File: src/rtl/core/fru_pkg.sv
`timescale 1ns / 1ps

package fru_pkg;

  localparam int unsigned COUNT_BITS_DEF = 32;
  localparam int unsigned NUM_BINS_DEF   = 29;

  // Character codes the parser reacts to.
  localparam logic [7:0] CHAR_NUL  = 8'h00;
  localparam logic [7:0] CHAR_NL   = 8'h0A;
  localparam logic [7:0] CHAR_GT   = 8'h3E;
  localparam logic [7:0] CHAR_STAR = 8'h2A;
  localparam logic [7:0] CHAR_DASH = 8'h2D;
  localparam logic [7:0] CHAR_UA   = 8'h41;
  localparam logic [7:0] CHAR_UZ   = 8'h5A;
  localparam logic [7:0] CHAR_LA   = 8'h61;
  localparam logic [7:0] CHAR_LZ   = 8'h7A;
  localparam logic [7:0] CASE_OFFSET = 8'h20;

  // Fixed bin positions of the non-letter residues.
  localparam logic [7:0] NUM_LETTERS = 8'd26;
  localparam logic [7:0] BIN_STAR    = 8'd26;
  localparam logic [7:0] BIN_DASH    = 8'd27;

  // Result kinds.
  localparam logic [1:0] KIND_REC_BIN = 2'd0;
  localparam logic [1:0] KIND_REC_LEN = 2'd1;
  localparam logic [1:0] KIND_TOT_BIN = 2'd2;
  localparam logic [1:0] KIND_TOT_LEN = 2'd3;

  localparam logic [15:0] RECORDS_MAX = 16'hFFFF;
  localparam logic [63:0] COUNT_OUT_MAX = 64'h0000_0000_FFFF_FFFF;

  typedef struct packed {
    logic [7:0] data_byte;
    logic       end_marker;
  } in_item_t;

  typedef struct packed {
    logic [1:0]  kind;
    logic [7:0]  residue_code;
    logic [31:0] count_value;
    logic [15:0] record_number;
    logic        last_of_run;
  } out_item_t;

  // Commands from the sequencer to one bin memory.
  typedef struct packed {
    logic rd_en;
    logic wr_en;
    logic clr_all;
  } mem_cmd_t;

  typedef enum logic [3:0] {
    ST_IDLE,
    ST_INC_REC,
    ST_INC_TOT,
    ST_INC_RLEN,
    ST_INC_TLEN,
    ST_EMIT_RD,
    ST_EMIT_CHK,
    ST_EMIT_LEN
  } state_e;

  // Bin of a byte: letters fold to upper case, anything unknown goes to the
  // other bin, and so does a fixed bin that lies at or beyond it.
  function automatic logic [7:0] bin_of(input logic [7:0] b, input logic [7:0] other);
    logic [7:0] u;
    logic [7:0] idx;
    u = b;
    if (b >= CHAR_LA && b <= CHAR_LZ) u = b - CASE_OFFSET;
    if (u >= CHAR_UA && u <= CHAR_UZ) idx = u - CHAR_UA;
    else if (u == CHAR_STAR) idx = BIN_STAR;
    else if (u == CHAR_DASH) idx = BIN_DASH;
    else idx = other;
    if (idx > other) idx = other;
    return idx;
  endfunction

  // Residue code reported for a bin; the other bin reports zero.
  function automatic logic [7:0] code_of(input logic [7:0] idx, input logic [7:0] other);
    logic [7:0] c;
    if (idx == other) c = CHAR_NUL;
    else if (idx < NUM_LETTERS) c = CHAR_UA + idx;
    else if (idx == BIN_STAR) c = CHAR_STAR;
    else if (idx == BIN_DASH) c = CHAR_DASH;
    else c = CHAR_NUL;
    return c;
  endfunction

  // Counts wider than the result field are reported as all ones.
  function automatic logic [31:0] clamp32(input logic [63:0] v);
    logic [31:0] r;
    if (v > COUNT_OUT_MAX) r = '1;
    else r = v[31:0];
    return r;
  endfunction

endpackage

File: src/rtl/core/fru_sat_inc.sv
`timescale 1ns / 1ps

module fru_sat_inc #(
  parameter int unsigned WIDTH = 32
) (
  input  logic [WIDTH-1:0] operand_i,
  output logic [WIDTH-1:0] result_o
);

  // The count sticks at all ones instead of wrapping.
  assign result_o = (&operand_i) ? operand_i : operand_i + WIDTH'(1);

endmodule

File: src/rtl/core/fru_bin_mem.sv
`timescale 1ns / 1ps

module fru_bin_mem
  import fru_pkg::*;
#(
  parameter int unsigned DEPTH  = NUM_BINS_DEF,
  parameter int unsigned WIDTH  = COUNT_BITS_DEF,
  parameter int unsigned ADDR_W = $clog2(DEPTH)
) (
  input  logic              clk_i,
  input  logic              rst_ni,
  input  mem_cmd_t          cmd_i,
  input  logic [ADDR_W-1:0] rd_addr_i,
  input  logic [ADDR_W-1:0] wr_addr_i,
  input  logic [WIDTH-1:0]  wr_data_i,
  output logic [WIDTH-1:0]  rd_data_o
);

  logic [WIDTH-1:0] mem [DEPTH];
  logic [DEPTH-1:0] valid_q;
  logic [DEPTH-1:0] valid_d;
  logic [WIDTH-1:0] rd_data_q;

  // An entry whose valid bit is clear reads as zero.
  always_comb begin
    valid_d = valid_q;
    if (cmd_i.wr_en) valid_d[wr_addr_i] = 1'b1;
    if (cmd_i.clr_all) valid_d = '0;
  end

  always_ff @(posedge clk_i or negedge rst_ni) begin
    if (!rst_ni) begin
      valid_q <= '0;
    end else begin
      valid_q <= valid_d;
    end
  end

  always_ff @(posedge clk_i) begin
    if (cmd_i.wr_en) begin
      mem[wr_addr_i] <= wr_data_i;
    end
  end

  always_ff @(posedge clk_i) begin
    if (cmd_i.rd_en) begin
      rd_data_q <= valid_q[rd_addr_i] ? mem[rd_addr_i] : '0;
    end
  end

  assign rd_data_o = rd_data_q;

endmodule

File: src/rtl/core/fasta_residue_counter_unit.sv
`timescale 1ns / 1ps
// Residue composition counter for a FASTA byte stream.
// Input channel: one transaction carries one file byte, or the end marker.
// The unit raises in_stall_o while it works on a transaction.
// A newline, a zero byte, a header byte or a header that opens the first
// record is handled on acceptance. A sequence byte first reads its two
// bins, then takes four steps of the shared saturating incrementer
// (record bin, total bin, record length, total length).
// A header after an open record, and the end marker, start a flush run:
// each bin is a memory read, then a check and send step; a nonzero
// bin is sent as one result transaction, and the run closes with a length
// result that has last_of_run set. The end marker sends the record run and
// then the totals run and returns every counter to zero.
// Output channel: a result register holds each result until the receiver
// drops out_stall_i; a stalled receiver only pauses the flush sequencer.
// Reset clears all counters and the line state at once; the bin memories
// use per-entry valid bits, so no clearing pass follows reset.

module fasta_residue_counter_unit
  import fru_pkg::*;
#(
  parameter int unsigned COUNT_BITS = COUNT_BITS_DEF,
  parameter int unsigned NUM_BINS   = NUM_BINS_DEF
) (
  input  logic      clk_i,
  input  logic      rst_ni,
  input  logic      in_valid_i,
  output logic      in_stall_o,
  input  in_item_t  in_data_i,
  output logic      out_valid_o,
  input  logic      out_stall_i,
  output out_item_t out_data_o
);

  localparam int unsigned IDX_W = $clog2(NUM_BINS);
  localparam logic [7:0] OTHER_BIN = 8'(NUM_BINS - 1);
  localparam logic [IDX_W-1:0] LAST_IDX = IDX_W'(NUM_BINS - 1);

  state_e state_q, state_d;

  logic                  at_line_start_q, at_line_start_d;
  logic                  in_header_q, in_header_d;
  logic [15:0]           records_q, records_d;
  logic [COUNT_BITS-1:0] rec_len_q, rec_len_d;
  logic [COUNT_BITS-1:0] tot_len_q, tot_len_d;
  logic [IDX_W-1:0]      idx_q, idx_d;
  logic [IDX_W-1:0]      emit_idx_q, emit_idx_d;
  logic                  run_sel_q, run_sel_d;
  logic                  final_q, final_d;
  logic                  out_valid_q, out_valid_d;
  out_item_t             out_q, out_d;

  mem_cmd_t              rec_cmd, tot_cmd;
  logic [IDX_W-1:0]      rd_addr;
  logic [COUNT_BITS-1:0] rec_rd, tot_rd;
  logic [COUNT_BITS-1:0] sat_operand, sat_result;

  logic                  accept;
  logic                  out_free;
  logic [7:0]            byte_bin_wide;
  logic [IDX_W-1:0]      byte_bin;
  logic                  is_end, is_nul, is_nl, is_gt;
  logic                  opens_header, counts_byte;
  logic [COUNT_BITS-1:0] emit_bin;
  logic                  bin_nonzero;
  logic [COUNT_BITS-1:0] emit_len;
  logic                  do_open, do_clear;

  assign accept   = in_valid_i && (state_q == ST_IDLE);
  assign out_free = !out_valid_q || !out_stall_i;

  // Byte classification. A header byte is ignored until its newline.
  assign is_end = in_data_i.end_marker;
  assign is_nul = (in_data_i.data_byte == CHAR_NUL);
  assign is_nl  = (in_data_i.data_byte == CHAR_NL);
  assign is_gt  = (in_data_i.data_byte == CHAR_GT);
  assign opens_header = !is_end && !is_nul && !in_header_q && at_line_start_q && is_gt;
  assign counts_byte  = !is_end && !is_nul && !in_header_q && !opens_header && !is_nl;

  assign byte_bin_wide = bin_of(in_data_i.data_byte, OTHER_BIN);
  assign byte_bin      = byte_bin_wide[IDX_W-1:0];

  assign emit_bin    = run_sel_q ? tot_rd : rec_rd;
  assign bin_nonzero = (emit_bin != '0);
  assign emit_len    = run_sel_q ? tot_len_q : rec_len_q;

  // Next state.
  always_comb begin
    state_d = state_q;
    case (state_q)
      ST_IDLE: begin
        if (accept) begin
          if (is_end) state_d = ST_EMIT_RD;
          else if (opens_header && (records_q != '0)) state_d = ST_EMIT_RD;
          else if (counts_byte) state_d = ST_INC_REC;
        end
      end
      ST_INC_REC:  state_d = ST_INC_TOT;
      ST_INC_TOT:  state_d = ST_INC_RLEN;
      ST_INC_RLEN: state_d = ST_INC_TLEN;
      ST_INC_TLEN: state_d = ST_IDLE;
      ST_EMIT_RD:  state_d = ST_EMIT_CHK;
      ST_EMIT_CHK: begin
        if (!bin_nonzero || out_free) begin
          state_d = (emit_idx_q == LAST_IDX) ? ST_EMIT_LEN : ST_EMIT_RD;
        end
      end
      ST_EMIT_LEN: begin
        if (out_free) begin
          state_d = (!run_sel_q && final_q) ? ST_EMIT_RD : ST_IDLE;
        end
      end
      default: state_d = ST_IDLE;
    endcase
  end

  // Datapath control and outputs.
  always_comb begin
    at_line_start_d = at_line_start_q;
    in_header_d     = in_header_q;
    records_d       = records_q;
    rec_len_d       = rec_len_q;
    tot_len_d       = tot_len_q;
    idx_d           = idx_q;
    emit_idx_d      = emit_idx_q;
    run_sel_d       = run_sel_q;
    final_d         = final_q;
    out_d           = out_q;
    out_valid_d     = out_valid_q && out_stall_i;
    do_open         = 1'b0;
    do_clear        = 1'b0;
    rec_cmd         = '0;
    tot_cmd         = '0;
    rd_addr         = byte_bin;
    sat_operand     = tot_len_q;

    case (state_q)
      ST_IDLE: begin
        rec_cmd.rd_en = accept;
        tot_cmd.rd_en = accept;
        if (accept) begin
          if (is_end) begin
            run_sel_d  = 1'b0;
            final_d    = 1'b1;
            emit_idx_d = '0;
          end else if (!is_nul && in_header_q) begin
            if (is_nl) begin
              in_header_d     = 1'b0;
              at_line_start_d = 1'b1;
            end
          end else if (opens_header) begin
            if (records_q != '0) begin
              run_sel_d  = 1'b0;
              final_d    = 1'b0;
              emit_idx_d = '0;
            end else begin
              do_open = 1'b1;
            end
          end else if (!is_nul && is_nl) begin
            at_line_start_d = 1'b1;
          end else if (counts_byte) begin
            at_line_start_d = 1'b0;
            idx_d           = byte_bin;
          end
        end
      end
      ST_INC_REC: begin
        sat_operand   = rec_rd;
        rec_cmd.wr_en = 1'b1;
      end
      ST_INC_TOT: begin
        sat_operand   = tot_rd;
        tot_cmd.wr_en = 1'b1;
      end
      ST_INC_RLEN: begin
        sat_operand = rec_len_q;
        rec_len_d   = sat_result;
      end
      ST_INC_TLEN: begin
        sat_operand = tot_len_q;
        tot_len_d   = sat_result;
      end
      ST_EMIT_RD: begin
        rd_addr       = emit_idx_q;
        rec_cmd.rd_en = 1'b1;
        tot_cmd.rd_en = 1'b1;
      end
      ST_EMIT_CHK: begin
        if (!bin_nonzero || out_free) begin
          if (bin_nonzero) begin
            out_valid_d         = 1'b1;
            out_d.kind          = run_sel_q ? KIND_TOT_BIN : KIND_REC_BIN;
            out_d.residue_code  = code_of(8'(emit_idx_q), OTHER_BIN);
            out_d.count_value   = clamp32(64'(emit_bin));
            out_d.record_number = records_q;
            out_d.last_of_run   = 1'b0;
          end
          if (emit_idx_q != LAST_IDX) emit_idx_d = emit_idx_q + IDX_W'(1);
        end
      end
      ST_EMIT_LEN: begin
        if (out_free) begin
          out_valid_d         = 1'b1;
          out_d.kind          = run_sel_q ? KIND_TOT_LEN : KIND_REC_LEN;
          out_d.residue_code  = CHAR_NUL;
          out_d.count_value   = clamp32(64'(emit_len));
          out_d.record_number = records_q;
          out_d.last_of_run   = 1'b1;
          if (run_sel_q) begin
            do_clear = 1'b1;
          end else if (final_q) begin
            run_sel_d  = 1'b1;
            emit_idx_d = '0;
          end else begin
            do_open = 1'b1;
          end
        end
      end
      default: begin
        sat_operand = tot_len_q;
      end
    endcase

    // A header line opens a fresh record.
    if (do_open) begin
      records_d       = (records_q == RECORDS_MAX) ? records_q : records_q + 16'd1;
      rec_len_d       = '0;
      in_header_d     = 1'b1;
      at_line_start_d = 1'b0;
    end

    // End of input returns every counter to its reset value.
    if (do_clear) begin
      records_d       = '0;
      rec_len_d       = '0;
      tot_len_d       = '0;
      in_header_d     = 1'b0;
      at_line_start_d = 1'b1;
      run_sel_d       = 1'b0;
      final_d         = 1'b0;
    end

    rec_cmd.clr_all = do_open || do_clear;
    tot_cmd.clr_all = do_clear;
  end

  always_ff @(posedge clk_i or negedge rst_ni) begin
    if (!rst_ni) begin
      state_q         <= ST_IDLE;
      at_line_start_q <= 1'b1;
      in_header_q     <= 1'b0;
      records_q       <= '0;
      rec_len_q       <= '0;
      tot_len_q       <= '0;
      emit_idx_q      <= '0;
      run_sel_q       <= 1'b0;
      final_q         <= 1'b0;
      out_valid_q     <= 1'b0;
    end else begin
      state_q         <= state_d;
      at_line_start_q <= at_line_start_d;
      in_header_q     <= in_header_d;
      records_q       <= records_d;
      rec_len_q       <= rec_len_d;
      tot_len_q       <= tot_len_d;
      emit_idx_q      <= emit_idx_d;
      run_sel_q       <= run_sel_d;
      final_q         <= final_d;
      out_valid_q     <= out_valid_d;
    end
  end

  always_ff @(posedge clk_i) begin
    idx_q <= idx_d;
    out_q <= out_d;
  end

  fru_sat_inc #(
    .WIDTH(COUNT_BITS)
  ) u_sat_inc (
    .operand_i(sat_operand),
    .result_o (sat_result)
  );

  fru_bin_mem #(
    .DEPTH (NUM_BINS),
    .WIDTH (COUNT_BITS),
    .ADDR_W(IDX_W)
  ) u_rec_mem (
    .clk_i    (clk_i),
    .rst_ni   (rst_ni),
    .cmd_i    (rec_cmd),
    .rd_addr_i(rd_addr),
    .wr_addr_i(idx_q),
    .wr_data_i(sat_result),
    .rd_data_o(rec_rd)
  );

  fru_bin_mem #(
    .DEPTH (NUM_BINS),
    .WIDTH (COUNT_BITS),
    .ADDR_W(IDX_W)
  ) u_tot_mem (
    .clk_i    (clk_i),
    .rst_ni   (rst_ni),
    .cmd_i    (tot_cmd),
    .rd_addr_i(rd_addr),
    .wr_addr_i(idx_q),
    .wr_data_i(sat_result),
    .rd_data_o(tot_rd)
  );

  assign in_stall_o  = (state_q != ST_IDLE);
  assign out_valid_o = out_valid_q;
  assign out_data_o  = out_q;

endmodule

File: config.mk
export PLATFORM = sky130hd
export DESIGN_NAME = fasta_residue_counter_unit
export DESIGN_NICKNAME = d
export VERILOG_FILES = /design/src/rtl/core/fru_pkg.sv /design/src/rtl/core/fru_sat_inc.sv /design/src/rtl/core/fru_bin_mem.sv /design/src/rtl/core/fasta_residue_counter_unit.sv
export SDC_FILE = /design/constraint.sdc
export NUM_CORES = 2
export LEC_CHECK = 0
export BUFFER_PORTS_ARGS = -buffer_cell sky130_fd_sc_hd__buf_2
export CAP_MARGIN = 10
export CORE_MARGIN = 5
export CORE_UTILIZATION = 30
export CTS_BUF_LIST = sky130_fd_sc_hd__clkbuf_4
export CTS_CLUSTER_DIAMETER = 120
export CTS_CLUSTER_SIZE = 8
export DETAILED_ROUTE_END_ITERATION = 12
export PLACE_DENSITY = 0.47
export SYNTH_ARGS = -nofsm -noshare
export SYNTH_HDL_FRONTEND = slang
export SYNTH_SLANG_ARGS = --single-unit
File: constraint.sdc
create_clock -name clk_i -period 13.21 [get_ports clk_i]
set_clock_uncertainty 0.15 [all_clocks]
set_input_delay 0.6605 -clock clk_i [delete_from_list [all_inputs] [get_ports clk_i]]
set_output_delay 0.6605 -clock clk_i [all_outputs]
set_load 0.02 [all_outputs]
* Word-level counts from Yosys, hierarchy flattened
Memory sizes are Yosys's and may differ from the RTL's. A register that Yosys moved wholly into a read port is not among the register bits. Index checks and enable logic that the tools add are counted.
Word-level totals: flip-flop bits (word level) 216, RAM bits 1856, bits of input ports 13, output and inout port bits 61, word-level logic and storage cells 251, memories 2
Cells by class: add/sub/neg operators 6, $lt $le $gt $ge 9, eq/ne operators 37, mux-type cells 112, bitwise operators 6, reductions and logical operators 61
Memory list:
- u_rec_mem.mem | words 29, width 32, rd ports 1, clocked after Yosys merged registers in 1, wr ports 1, RTL line fru_bin_mem.sv:19 | logic [WIDTH-1:0] mem [DEPTH];
- u_tot_mem.mem | words 29, width 32, rd ports 1, clocked after Yosys merged registers in 1, wr ports 1, RTL line fru_bin_mem.sv:19
Operators with widths (count):
- two-way mux 32 bit | 8
- two-way mux 59 bit | 3
- case mux 59 bit (2 select lines) | 1
- two-way mux 29 bit | 4
- case mux 32 bit (3 select lines) | 1
- two-way mux 5 bit | 12
- OR 29 bit | 2
- two-way mux 1 bit | 53
- two-way mux 16 bit | 3
- adder 32 x 1 -> 32 bit, second input constant | 1
- two-way mux 8 bit | 4
- AND reduction 32 bit | 1
- nonzero test 32 bit | 1
- case mux 4 bit (7 select lines) | 1
- nonzero test 3 bit | 9
- equality test 8 x 6 -> 1 bit, second input constant | 3
- two-way mux 4 bit | 6
- adder 16 x 1 -> 16 bit, second input constant | 1
- equality test 16 bit, second input constant | 1
- equality test 4 x 3 -> 1 bit, second input constant | 4
- >= comparator 8 x 7 -> 1 bit, second input constant | 2
- less-or-equal comparator 8 x 7 -> 1 bit, second input constant | 2
- != test 2 bit, second input constant | 8
- nonzero test 16 bit | 1
- 41 further kinds | 99

* Longest topological paths before layout
word-level depth 18, depth in mapped cells 18, depth with buffers taken out 12

* Modules after synthesis
From an unflattened synthesis, not the netlist that was laid out.
Unflattened totals: cell total of the unflattened synthesis 4682, area total of the unflattened synthesis 85674.7 um^2
By module, submodules not included:
- fru_bin_mem at u_tot_mem | times used 1, cells each 1862, area each 37920.1 um^2, sequential area each 29553.3 um^2
- fru_bin_mem at u_rec_mem | times used 1, cells each 1856, area each 37892.6 um^2, sequential area each 29553.3 um^2
- fasta_residue_counter_unit | times used 1, cells each 842, area each 8964.8 um^2, sequential area each 4190.3 um^2
- fru_sat_inc | times used 1, cells each 122, area each 897.1 um^2, sequential area each 0.0 um^2

* Least setup slack after synthesis
Ideal clock, no wire load.
kind register -> register, start point register state_q[0], end point memory u_rec_mem.mem[0][26] (data pin), data arrival time 5.417 ns, data required time 12.387 ns, setup slack 6.970 ns, stages on the path, launching flop included 16, buffers on the path 5, clock period less this slack 6.240 ns, cells stage by stage dfrtp_1 -> buf_6 -> buf_6 -> buf_6 -> buf_6 -> mux2i_1 -> a2bb2oi_1 -> a31oi_1 -> nor4_1 -> nand2_1 -> and4bb_2 -> buf_4 -> nand2b_1 -> nor3_2 -> a311oi_1 -> a211oi_1
On the way: word-level cells in the longest chain between the ends 4, elaborated cells between the ends (all ways) 7
Ends and longest elaborated chain:
- from (decl) | RTL line fasta_residue_counter_unit.sv:39 | state_e state_q, state_d;
- from (signal assigned) | RTL line fasta_residue_counter_unit.sv:260 | state_q <= state_d;
- equality test 4 x 2 -> 1 bit / equality test 4 x 1 -> 1 bit (equally long branches) | RTL line fasta_residue_counter_unit.sv:137 | case (state_q)
- case mux 32 bit (3 select lines) * | RTL line fasta_residue_counter_unit.sv:137
- adder 32 x 1 -> 32 bit / AND reduction 32 bit (equally long branches) | RTL line fru_sat_inc.sv:11 | assign result_o = (&operand_i) ? operand_i : operand_i + WIDTH'(1);
- two-way mux 32 bit * | RTL line fru_sat_inc.sv:11
- named net sat_result[26] | RTL line fasta_residue_counter_unit.sv:56 | logic [COUNT_BITS-1:0] sat_operand, sat_result;
- to (decl) | RTL line fru_bin_mem.sv:19
The timed path passes the listed nets; every way through them passes the cells marked *.

* Worst setup path after layout
start point register state_q[1], end point memory u_tot_mem.mem[25][13] (data pin)
On the way: word-level cells in the longest chain between the ends 4, elaborated cells between the ends (all ways) 7
Ends and longest elaborated chain (RTL line):
- equality test 4 x 2 -> 1 bit / equality test 4 x 1 -> 1 bit (equally long branches) | fasta_residue_counter_unit.sv:137
- case mux 32 bit (3 select lines) * | fasta_residue_counter_unit.sv:137
- adder 32 x 1 -> 32 bit / AND reduction 32 bit (equally long branches) | fru_sat_inc.sv:11
- two-way mux 32 bit * | fru_sat_inc.sv:11
- named net sat_result[13] | fasta_residue_counter_unit.sv:56
- to (decl) | fru_bin_mem.sv:19
Marks and branches as above.

==> results.py <==
metrics = {
    "critical_path": {
        "worst_ep_arrival_time_ns": 7.44,
        "required_ns": 13.97,
        "critPathKind": "reg2reg",
        "max_stage_delay_ns": 0.88,
        "reg2reg_from": "state_q[1]",
        "cp_common_cell": "buf_4",
        "critPathSlowestCell": "xor2_4",
        "cp_max_fo": 31,
        "cp-start-kind": "flip-flop",
        "r2r_end": "u_tot_mem.mem[25][13]",
        "r2r_slack_ns": 6.53,
        "crit_chain": "buf_4 -> and2b_1 -> a22oi_1 -> o21a_1 -> or4b_1 -> or3_4 -> nor4_4 -> and2_1 -> or4_1 -> xor2_4 -> buf_4",
        "r2r_cells": 11,
        "critPathCaptureType": "flip-flop",
    },
    "sta": {
        "relSlewSlack_pct": 16.71,
        "hold_viol": 0,
        "fin_setup_tns_ns": 0,
        "timing.final.crit_period_ns": 6.677,
        "slew_violations": 0,
        "finalCritPeriodShare_pct": 50.54,
        "worstMarginPinSlew_ns": 1.249,
        "fmax_ghz": 0.1498,
        "grt_setup_unrepaired": "no",
        "setup_viol": 0,
    },
    "clock_tree": {
        "postCtsSetupBuffers": 0,
        "clock_latency_ns": 1.26,
        "path_clk_slew_ns": 0.11,
        "cts_buffer_depth": 4,
        "cts.sinks": 2133,
        "h-tree-depth": 5,
        "numCtsBuffers": 308,
        "tritoncts": "done",
        "root_buffer": "clkbuf_4",
    },
    "synthesis": {
        "yosysSeqAreaShare_pct": 73.10,
        "postSynthAreaPerCell_sq_um": 14.34,
        "synthArstFlopShare_pct": 7.079,
        "syn-cell-area_sq_um": 86590,
        "ys_ff_latch": 2133,
        "synth_cells": 6040,
        "ys.flop_type": "edfxtp_1",
        "synth_edf_count": 1982,
        "synth_nets": 6063,
        "ys_types": 92,
        "ys_warn_count": 0,
    },
    "detailed_routing": {
        "vias_per_cell": 5.332,
        "drt_wl_total_mm": 281.6,
        "first_pass_iters": 5,
        "dr_total_vias": 53873,
        "drt_iter0_drc": 5498,
        "detail-route-antenna-nets": 0,
        "remaining_drc_errors": 0,
        "post_drt_wl_per_cell_microns": 27.87,
    },
    "finish": {
        "fin_area_sq_um": 95410,
        "final_cell_mix": "edfxtp_1 (1982), nand2_1 (1347), nand3_1 (420)",
        "final_common_cell": "edfxtp_1",
        "layout.nets": 6241,
        "fin_util_pct": 33.17,
        "drive_gt1_share_pct": 15.64,
        "fillCellCount": 27937,
        "area_delta_synth_final_pct": 10.19,
    },
    "floorplanning": {
        "start_util_pct": 30.10,
        "die_height_microns": 547.3,
        "core.rowCount": 197,
        "core_area_sq_um": 287700,
        "io_pins": 74,
        "die_w_microns": 547.3,
        "dieArea_sq_um": 299500,
    },
    "global_route": {
        "grt_pass1_wl_mm": 399.1,
        "grt_max_degree": 149,
        "overflow": 0,
        "grt_pass1_vias": 52728,
        "gr-usage-all-layers_pct": 18.24,
        "grt_antenna_before_repair": 21,
    },
    "power_and_ir_drop": {
        "p_total_mw": 20.21,
        "power.leakage_nw": 31.43,
        "power_per_cell_area_nw_per_um2": 211.8,
        "ir_worst_vdd_mv": 0.1902,
    },
    "min_path": {
        "min_to": "idx_q[3]",
        "min_path_cells": 4,
        "hp-start": "in_data_i[2]",
        "hp-class": "in2reg",
    },
    "placement": {
        "gp_congestion": 0.8512,
        "dp_hpwl_mm": 149.5,
        "port-buffer-count": 72,
        "placed_cell_area_sq_um": 92070,
    },
    "outcome": {
        "status": "finished, final reports clean",
    },
    "job": {
        "drv_cap": 0,
    },
}
how the worst max path moves through the flow:
stage | cells after the start | from | to
after global routing | 12 | state_q[1] | rec_len_q[27]
after CTS | 11 | state_q[1] | u_tot_mem.mem[25][13]
after global placement | 16 | in_data_i[6] | u_tot_mem.rd_data_o[1]
final | 11 | state_q[1] | u_tot_mem.mem[25][13]
after floorplan | 15 | state_q[0] | u_rec_mem.mem[0][26]
after detailed placement | 11 | state_q[1] | u_tot_mem.mem[26][13]
registers in the layout (all words and copies together), names as in the netlist, 3 cells and up:
| name | cells |
|---|---|
| u_tot_mem.valid_q | 29 |
| tot_len_q | 32 |
| u_rec_mem.rd_data_o | 32 |
| u_tot_mem.rd_data_o | 32 |
| records_q | 16 |
| u_rec_mem.mem | 928 |
| u_tot_mem.mem | 928 |
| out_data_o | 57 |
| u_rec_mem.valid_q | 29 |
| emit_idx_q | 5 |
| state_q | 3 |
| idx_q | 5 |
| rec_len_q | 32 |
stage by stage:
| step | instances | hold WS, ns | setup slack (ns) |
|---|---|---|---|
| after floorplan | 6040 | 0.2149 | 6.970 |
| after global placement | 9664 | 0.3250 | 6.672 |
| after detailed placement | 9664 | 0.3331 | 6.728 |
| after CTS | 10091 | 0.02902 | 6.624 |
| after global routing | 10093 | 0.2060 | 6.236 |
| final | 10103 | 0.2306 | 6.533 |
power by group:
part           internal, mW  total, mW  switching, mW
combinational          1.45       6.43           4.98
sequential             9.67       10.1          0.468
clock                  1.39       3.65           2.26
total                  12.5       20.2           7.71
cell usage after synthesis (all sizes together), types with 37 or more instances:
library cell / instances / area share [%]
a211oi: 39 / 0.35
a21oi: 328 / 1.9
a221oi: 37 / 0.38
a31oi: 98 / 0.73
a32o: 66 / 0.76
and3: 42 / 0.30
buf: 146 / 1.0
clkbuf: 236 / 1.0
dfrtp: 150 / 4.3
edfxtp: 1982 / 69
inv: 39 / 0.17
mux2i: 92 / 1.1
mux4: 197 / 5.1
nand2: 1350 / 5.9
nand3: 422 / 2.4
nor2: 253 / 1.1
nor3: 53 / 0.31
o21ai: 111 / 0.64
routing by layer:
metal | GRT usage [%] | up-vias | share of wire, % | wire [microns]
met5 | 0 | - | 0.036 | 101
met1 | 25.61 | 28131 | 44 | 123200
met4 | 5.691 | 14 | 3.0 | 8563
met2 | 28.81 | 2140 | 46 | 128700
met3 | 3.299 | 423 | 7.5 | 20980
li1 | - | 23165 | - | -
area by class of cell:
class                   count  area (sq um)  share of cell area, %
diodes                     12         30.03                0.03147
clock buffers             391          2935                  3.076
clock inverters            11         103.9                 0.1088
inverters                  40         150.1                 0.1574
multi-input cells        3485         22220                  23.28
flip-flops and latches   2133         63300                  66.34
well taps                3781          4731                  4.958
repair buffers            250          1946                  2.039
logic make-up after synthesis:
kind of cell | Yosys count | synth area share (%)
other cells | 1 | 0.004331
fa+ha+maj | 10 | 0.1445
simple gates | 2256 | 11.08
xor+xnor | 44 | 0.4450
mux | 303 | 6.369
buf+inv | 422 | 2.206
compound gates | 871 | 6.657
flops | 2133 | 73.10
worst max-delay path: cells and delay by family, from the launching register on:
| kind | cells | cell delay (ns) |
|---|---|---|
| buf+inv | 2 | 0.96 |
| compound gates | 2 | 0.45 |
| flops | 1 | 0.87 |
| xor+xnor | 1 | 0.88 |
| simple gates | 6 | 2.92 |
repair_timing:
item / CTS / global route
hold endpoints to repair: 173 / 0
hold buffers: 25 / 0
setup endpoints to repair: 0 / 0
resized for setup: 0 / 0
Note: power is estimated with default switching activity, not from simulation.
